[src/hdl/sit_pkg.sv]
// ----------------------------------------------------------------------------
// Segment intersection test package
// Shared coordinate, vector and product types, the per-stage payload structs
// and the small helper functions that the pipeline stages use.
// ----------------------------------------------------------------------------
package sit_pkg;

  localparam int COORD_BITS = 16;
  localparam int DIFF_BITS  = COORD_BITS + 1;
  localparam int PROD_BITS  = 2 * DIFF_BITS;
  localparam int CROSS_BITS = PROD_BITS + 1;

  typedef logic signed [COORD_BITS-1:0] coord_t;
  typedef logic signed [DIFF_BITS-1:0]  diff_t;
  typedef logic signed [PROD_BITS-1:0]  prod_t;
  typedef logic signed [CROSS_BITS-1:0] cross_t;

  typedef struct packed {
    coord_t x;
    coord_t y;
  } point_t;

  typedef struct packed {
    diff_t x;
    diff_t y;
  } dvec_t;

  // The two partial products of one cross product, lhs minus rhs.
  typedef struct packed {
    prod_t lhs;
    prod_t rhs;
  } pterm_t;

  typedef struct packed {
    coord_t first_start_x;
    coord_t first_start_y;
    coord_t first_end_x;
    coord_t first_end_y;
    coord_t second_start_x;
    coord_t second_start_y;
    coord_t second_end_x;
    coord_t second_end_y;
  } seg_pair_t;

  typedef struct packed {
    logic intersects;
    logic parallel;
  } seg_result_t;

  // Endpoints after ordering: p0 <= p1 and p2 <= p3 lexicographically.
  typedef struct packed {
    point_t p0;
    point_t p1;
    point_t p2;
    point_t p3;
  } sorted_t;

  typedef struct packed {
    dvec_t d1;      // p0 - p1
    dvec_t d2;      // p2 - p3
    dvec_t e2;      // p0 - p2
    dvec_t e3;      // p0 - p3
    dvec_t f2;      // p1 - p2
    logic  shared;  // some endpoint of one segment equals one of the other
    logic  overlap; // ordered ranges overlap
  } diffs_t;

  typedef struct packed {
    pterm_t cr_dir;    // d1 x d2
    pterm_t cr_d1_e3;  // d1 x e3
    pterm_t cr_d1_e2;  // d1 x e2
    pterm_t cr_d2_e2;  // d2 x e2
    pterm_t cr_f2_d2;  // f2 x d2
    logic   shared;
    logic   overlap;
  } prods_t;

  function automatic logic lex_lt(point_t a, point_t b);
    return (a.x < b.x) || ((a.x == b.x) && (a.y < b.y));
  endfunction

  function automatic logic pt_eq(point_t a, point_t b);
    return (a.x == b.x) && (a.y == b.y);
  endfunction

  function automatic dvec_t vec_sub(point_t a, point_t b);
    dvec_t v;
    v.x = DIFF_BITS'(a.x) - DIFF_BITS'(b.x);
    v.y = DIFF_BITS'(a.y) - DIFF_BITS'(b.y);
    return v;
  endfunction

  function automatic pterm_t cross_terms(dvec_t a, dvec_t b);
    pterm_t t;
    t.lhs = PROD_BITS'(a.x) * PROD_BITS'(b.y);
    t.rhs = PROD_BITS'(a.y) * PROD_BITS'(b.x);
    return t;
  endfunction

endpackage

[src/hdl/sit_decide.sv]
// ----------------------------------------------------------------------------
// Decision stage
// Finishes the cross products, takes their signs and registers the result.
// ----------------------------------------------------------------------------
module sit_decide import sit_pkg::*; (
  input  logic        clk,
  input  logic        rst,
  input  logic        up_valid,
  output logic        up_ready,
  input  prods_t      up_data,
  output logic        dn_valid,
  input  logic        dn_ready,
  output seg_result_t dn_data
);

  cross_t      c_dir, c_a, c_b, c_c, c_d;
  logic        z_a, z_b, z_c, z_d;
  logic        n_a, n_b, n_c, n_d;
  logic        p_a, p_b, p_c, p_d;
  logic        s12_neg, s12_le0, s34_neg, s34_le0;
  logic        par, col;
  seg_result_t result_next;

  always_comb begin
    c_dir = CROSS_BITS'(up_data.cr_dir.lhs)   - CROSS_BITS'(up_data.cr_dir.rhs);
    c_a   = CROSS_BITS'(up_data.cr_d1_e3.lhs) - CROSS_BITS'(up_data.cr_d1_e3.rhs);
    c_b   = CROSS_BITS'(up_data.cr_d1_e2.lhs) - CROSS_BITS'(up_data.cr_d1_e2.rhs);
    c_c   = CROSS_BITS'(up_data.cr_d2_e2.lhs) - CROSS_BITS'(up_data.cr_d2_e2.rhs);
    c_d   = CROSS_BITS'(up_data.cr_f2_d2.lhs) - CROSS_BITS'(up_data.cr_f2_d2.rhs);

    z_a = (c_a == '0);
    z_b = (c_b == '0);
    z_c = (c_c == '0);
    z_d = (c_d == '0);
    n_a = c_a[CROSS_BITS-1];
    n_b = c_b[CROSS_BITS-1];
    n_c = c_c[CROSS_BITS-1];
    n_d = c_d[CROSS_BITS-1];
    p_a = !n_a && !z_a;
    p_b = !n_b && !z_b;
    p_c = !n_c && !z_c;
    p_d = !n_d && !z_d;

    par = (c_dir == '0);
    col = z_a && z_c;

    // The third test uses e2 x d2, the negation of d2 x e2, so its product
    // with the fourth is negative when both raw signs agree.
    s12_neg = (p_b && n_a) || (n_b && p_a);
    s12_le0 = s12_neg || z_a || z_b;
    s34_neg = (p_c && p_d) || (n_c && n_d);
    s34_le0 = s34_neg || z_c || z_d;

    result_next.parallel = par;
    if (up_data.shared) begin
      result_next.intersects = 1'b1;
    end else if (par) begin
      result_next.intersects = col && up_data.overlap;
    end else begin
      result_next.intersects = (s12_neg && s34_le0) || (s12_le0 && s34_neg);
    end
  end

  assign up_ready = !dn_valid || dn_ready;

  always_ff @(posedge clk) begin
    if (rst) begin
      dn_valid <= 1'b0;
    end else if (up_ready) begin
      dn_valid <= up_valid;
    end
  end

  always_ff @(posedge clk) begin
    if (up_ready && up_valid) begin
      dn_data <= result_next;
    end
  end

  a_shared_hits: assert property (@(posedge clk) disable iff (rst)
    (up_valid && up_ready && up_data.shared) |=> (dn_valid && dn_data.intersects))
    else $error("shared endpoint did not report an intersection");

endmodule

[config.mk]
export PLATFORM = sky130hd
export DESIGN_NAME = sit_decide
export DESIGN_NICKNAME = d
export VERILOG_FILES = /design/src/hdl/sit_pkg.sv /design/src/hdl/sit_decide.sv
export SDC_FILE = /design/constraint.sdc
export NUM_CORES = 1
export LEC_CHECK = 0
export BUFFER_PORTS_ARGS = -buffer_cell sky130_fd_sc_hd__buf_2
export CORE_UTILIZATION = 50
export CTS_CLUSTER_DIAMETER = 40
export DETAILED_ROUTE_END_ITERATION = 10
export PLACE_DENSITY = 0.88
export SETUP_SLACK_MARGIN = 0.5
export SKIP_CTS_REPAIR_TIMING = 1
export SYNTH_ARGS = -nofsm -noshare
export SYNTH_HDL_FRONTEND = slang
export SYNTH_SLANG_ARGS = --single-unit
[constraint.sdc]
create_clock -name clk -period 5.4 [get_ports clk]
set_input_delay 0.54 -clock clk [delete_from_list [all_inputs] [get_ports clk]]
set_output_delay 0.54 -clock clk [all_outputs]
set_load 0.05 [all_outputs]
# ---- Yosys cells after proc, flatten, opt, wreduce, memory -nomap -nowiden
# Cells that the tools add are included.
dict set report classes {
  addsub 5
  muxes 1
  n_reduce_logical 35
}
# cell n
set ops {}
lappend ops {{$logic_not 35->1} 5}
lappend ops {{$sub 34x34->35} 5}
lappend ops {{$logic_and 1x1->1} 13}
lappend ops {{$logic_not 1->1} 9}
lappend ops {{$logic_or 1x1->1} 8}
lappend ops {{$mux 1} 1}
dict set report word_totals {
  register_bits 3
  out_inout_bits 4
}

# ---- Logic depth before layout (Yosys ltp)
dict set report logic_depth {
  depth_word 11
  ltp_mapped 16
}

# ---- Worst setup path after synthesis
# OpenSTA, ideal clock, no wires.
dict set report synth_path {
  kind {input-to-reg}
  start {input port up_data[172] (netlist bit)}
  end {register dn_data[1] (netlist bit) (data pin)}
  t_arrival_ns 3.715
  setup_slack_ns 1.422
  cell_stages 16
  path_buffers 0
  cell_sequence {inv_1 > ha_1 > inv_1 > fa_1 > a211oi_1 > o21ai_1 > a2111oi_0 > and4b_1 > a211oi_1 > o2111ai_1 > a2111oi_0 > and4_1 > nand4_1 > a2111o_1 > o22ai_1 > a31oi_1}
}
dict set report synth_via {
  elab_chain_len 11
  elab_cells_between_ends 14
  classes_between {add/sub: 1; mux: 1; reduce/logical: 12}
}
# item line
set synth_rtl {}
lappend synth_rtl {{from (decl)} sit_decide.sv:10} ;# input prods_t up_data,
lappend synth_rtl {{$sub 34x34->35 *} sit_decide.sv:27} ;# c_b = CROSS_BITS'(up_data.cr_d1_e2.lhs) - CROSS_BITS'(up_data.cr_d1_e2.rhs);
lappend synth_rtl {{$logic_not 35->1} sit_decide.sv:32} ;# z_b = (c_b == '0);
lappend synth_rtl {{$logic_not 1->1} sit_decide.sv:40} ;# p_b = !n_b && !z_b;
lappend synth_rtl {{$logic_and 1x1->1} sit_decide.sv:40}
lappend synth_rtl {{$logic_and 1x1->1} sit_decide.sv:49} ;# s12_neg = (p_b && n_a) || (n_b && p_a);
lappend synth_rtl {{$logic_or 1x1->1} sit_decide.sv:49}
lappend synth_rtl {{$logic_or 1x1->1 (2 in series)} sit_decide.sv:50} ;# s12_le0 = s12_neg || z_a || z_b;
lappend synth_rtl {{$logic_and 1x1->1} sit_decide.sv:60} ;# result_next.intersects = (s12_neg && s34_le0) || (s12_le0 && s34_neg);
lappend synth_rtl {{$logic_or 1x1->1 *} sit_decide.sv:60}
lappend synth_rtl {{$mux 1 *} sit_decide.sv:57} ;# end else if (par) begin
lappend synth_rtl {{to (signal assigned)} sit_decide.sv:76} ;# dn_data <= result_next;
lappend synth_rtl {{to (decl)} sit_decide.sv:13} ;# output seg_result_t dn_data
# Mark *: on every way between the ends. The rest lies on a longest branch, timed or not.
# A chain may end at the register's enable or synchronous reset.

# ---- Final worst setup path
dict set report layout_path {
  start {input port up_data[226] (netlist bit)}
  end {register dn_data[1] (netlist bit) (data pin)}
}
dict set report layout_via {
  elab_chain_len 11
  elab_cells_between_ends 16
  classes_between {add/sub: 1; mux: 1; reduce/logical: 14}
}
# item line
set layout_rtl {}
lappend layout_rtl {{$sub 34x34->35 *} sit_decide.sv:26} ;# c_a = CROSS_BITS'(up_data.cr_d1_e3.lhs) - CROSS_BITS'(up_data.cr_d1_e3.rhs);
lappend layout_rtl {{$logic_not 35->1} sit_decide.sv:31} ;# z_a = (c_a == '0);
lappend layout_rtl {{$logic_not 1->1} sit_decide.sv:39} ;# p_a = !n_a && !z_a;
lappend layout_rtl {{$logic_and 1x1->1} sit_decide.sv:39}
lappend layout_rtl {{$logic_and 1x1->1} sit_decide.sv:49}
lappend layout_rtl {{$logic_or 1x1->1} sit_decide.sv:49}
lappend layout_rtl {{$logic_or 1x1->1 (2 in series)} sit_decide.sv:50}
lappend layout_rtl {{$logic_and 1x1->1} sit_decide.sv:60}
lappend layout_rtl {{$logic_or 1x1->1} sit_decide.sv:60}
lappend layout_rtl {{$mux 1 *} sit_decide.sv:57}
# Marked as above.

==> results.sh <==
export IMPL_outcome="finished, final reports clean"
export IMPL_fillers=2226
export IMPL_cts_root_buf="clkbuf_16"
export IMPL_whs_ns=0.466
export IMPL_syn_inst=1864
export IMPL_grt_pass1_vias=14192
export IMPL_arrival_ns=4.52
export IMPL_cp_common_cell="a31oi_1"
export IMPL_hp_class="in2reg"
export IMPL_io_buffers=349
export IMPL_grt_pass1_wl_mm=68.1
export IMPL_vias_per_cell=6.38
export IMPL_cp_slowest_cell="or4_4"
export IMPL_peakVddDrop_uv=112
export IMPL_start_util=0.509
export IMPL_maxSlewHeadroom=0.423
export IMPL_cpPeakStageDelay_ns=0.60
export IMPL_clk_insertion_delay_late_ns=0.23
export IMPL_grt_max_degree=16
export IMPL_worstMarginPinSlew_ns=0.856
export IMPL_reg2reg_to="dn_data[1]"
export IMPL_skew_ns=0.00147
export IMPL_crit_family="compound AO/OA/AOI/OAI gates"
export IMPL_vias=15773
export IMPL_critical_path_buf_inv_count=2
export IMPL_synth_ff_type="edfxtp_1"
export IMPL_synth_top_cell_area_share=0.178
export IMPL_async_flop_share=0
export IMPL_place_congestion=1.04
export IMPL_first_pass_iters=5
export IMPL_r2r_setup_slack_ns=4.45
export IMPL_cap_violations=0
export IMPL_drive_above_1_share=0.182
export IMPL_path_clk_slew_ns=0.03
export IMPL_cts_made_buffers=3
export IMPL_path_depth=15
export IMPL_setup_tns_ns=0
export IMPL_period_share=0.824
export IMPL_synth_area_top_cells="ha_1, a21oi_1, inv_1, o21ai_0, nand2_1"
export IMPL_endpoint_kind="register"
export IMPL_antenna_found_initial=5
export IMPL_slew_viol_final=0
export IMPL_io_pins=350
export IMPL_syn_to_final_growth_pct=16.5
export IMPL_drc_errors=0
export IMPL_die_h_um=157
export IMPL_critical_path_cell_chain="buf_2 > inv_1 > ha_1 > a21o_1 > a31oi_1 > nor2_1 > a2111oi_0 > nand3_1 > or3_1 > nor4_1 > nand4_1 > or4_4 > a221oi_1 > o22ai_1 > a31oi_1"
export IMPL_leakage_uw=0.00686
export IMPL_htreeDepth=1
export IMPL_track_usage=0.338
export IMPL_yosysWarnings=0
export IMPL_rr_startpoint="dn_valid"
export IMPL_cp_required_ns=5.47
export IMPL_ant_nets=0
export IMPL_rsz0062_at_grt="false"
export IMPL_cts_buffer_depth=2
export IMPL_placementRows=56
export IMPL_synth_distinct_cells=92
export IMPL_ys_seq_area_frac=0.00670
export IMPL_finalSetupViolations=0
export IMPL_dp_hpwl_mm=37.2
export IMPL_finalNetCount=2667
export IMPL_synth_net_count=2381
export IMPL_power_density_nw_per_um2=126
export IMPL_finalPower_uw=1760
export IMPL_crit_start="up_data[226]"
export IMPL_path_class="in2reg"
export IMPL_cts_tree="done"
export IMPL_overflow=0
export IMPL_core_sq_um=23500
export IMPL_die_x_um=157
export IMPL_cts_sinks=3
export IMPL_cp_max_fo=11
export IMPL_synth_avg_cell_area_sq_um=6.42
export IMPL_fin_crit_ns=4.45
export IMPL_drt_wl_total_mm=43.5
export IMPL_ys_ff_latch=3
export IMPL_rr_worst_depth=2
export IMPL_wl_per_cell_um=17.6
export IMPL_synth_edff_count=2
export IMPL_cp_start_kind="input port"
export IMPL_timing_fmax_ghz=0.225
export IMPL_dieArea_sq_um=24500
export IMPL_drt_iter0_markers=1376
export IMPL_endpoint="dn_data[1]"
export IMPL_synth_area_sq_um=12000
export IMPL_min_from="rst"
export IMPL_hold_viol=0
export IMPL_synth_largest_area_cell="ha_1"
## per-stage QoR
step / cell area, sq um / setup WS, ns / util / instances
after floorplan: 12000 / 1.42 / - / 1864
after global placement: 13800 / 0.854 / 0.590 / 2464
after detailed placement: 13800 / 0.770 / 0.590 / 2464
after CTS: 13900 / 1.01 / 0.593 / 2468
after global routing: 13900 / 0.615 / 0.593 / 2472
final: 13900 / 0.949 / 0.593 / 2472
## logic make-up (layout without fill, tap and decap cells)
group	Yosys count	after routing	synth area share
flip-flops	3	3	0.00670
AND/OR/NAND/NOR	663	663	0.297
other	0	4	0
adder cells (fa/ha/maj)	171	171	0.180
AO/OA/AOI/OAI	652	652	0.362
buffers and inverters	297	582	0.0943
XOR/XNOR	55	55	0.0403
multiplexers	23	23	0.0198
## registers in the layout, summed over array words and instances (netlist names)
name,count
dn_valid,1
dn_data,2
## Yosys cell counts, types with 26 or more instances
cell	count
inv_1	228
o21ai_0	118
nand3_1	56
o21bai_1	27
nor2b_1	27
clkbuf_1	59
ha_1	170
nor3_1	55
o211ai_1	30
a21oi_1	186
nor2_1	110
a21o_1	51
nand4_1	56
xnor2_1	35
a211oi_1	27
nor4_1	26
nand2_1	149
## placed cells by master (no fill, tap or decap), drive strengths merged, types with 26 or more instances in the layout
cell,Yosys,routed
buf,10,350
inv,228,228
a21oi,186,186
ha,170,170
nand2,149,149
o21ai,120,120
nor2,110,110
nand4,56,56
nand3,56,56
nor3,55,55
a21o,52,52
xnor2,35,35
o211ai,30,30
nor2b,27,27
o21bai,27,27
a211oi,27,27
nor4,27,27
and3,26,26
## power by group
part	internal (uW)	switching [uW]	total [uW]	leakage, uW
Sequential	27.2	1.85	29.1	0.0000279
Combinational	647	962	1610	0.00679
Clock	97.8	23.9	122	0.0000382
Total	772	988	1760	0.00686
## routing by layer
metal | global-route usage | vias to the layer above | wire (um)
li1 | - | 7559 | -
met2 | 0.563 | 955 | 19600
met5 | 0 | - | 12
met4 | 0.160 | 2 | 1990
met1 | 0.423 | 7086 | 17700
met3 | 0.0537 | 171 | 4180
## area by class of cell
cell class / count / area (sq um) / share of cell area
Multi-Input combinational cell: 1564 / 10800 / 0.772
Timing Repair Buffer: 350 / 1750 / 0.126
Inverter: 228 / 856 / 0.0614
Tap cell: 319 / 399 / 0.0287
Sequential cell: 3 / 80.1 / 0.00575
Clock buffer: 4 / 78.8 / 0.00566
Antenna cell: 4 / 10.0 / 0.000719
## worst min path at each step
stage / endpoint / slack, ns / cells past startpoint
final: dn_valid / 0.47 / 2
after floorplan: dn_valid / 0.61 / 1
after global routing: dn_valid / 0.48 / 2
after CTS: dn_valid / 0.47 / 2
after global placement: dn_valid / 0.49 / 2
after detailed placement: dn_valid / 0.51 / 2
No activity file was read; power rests on OpenSTA's default activity.
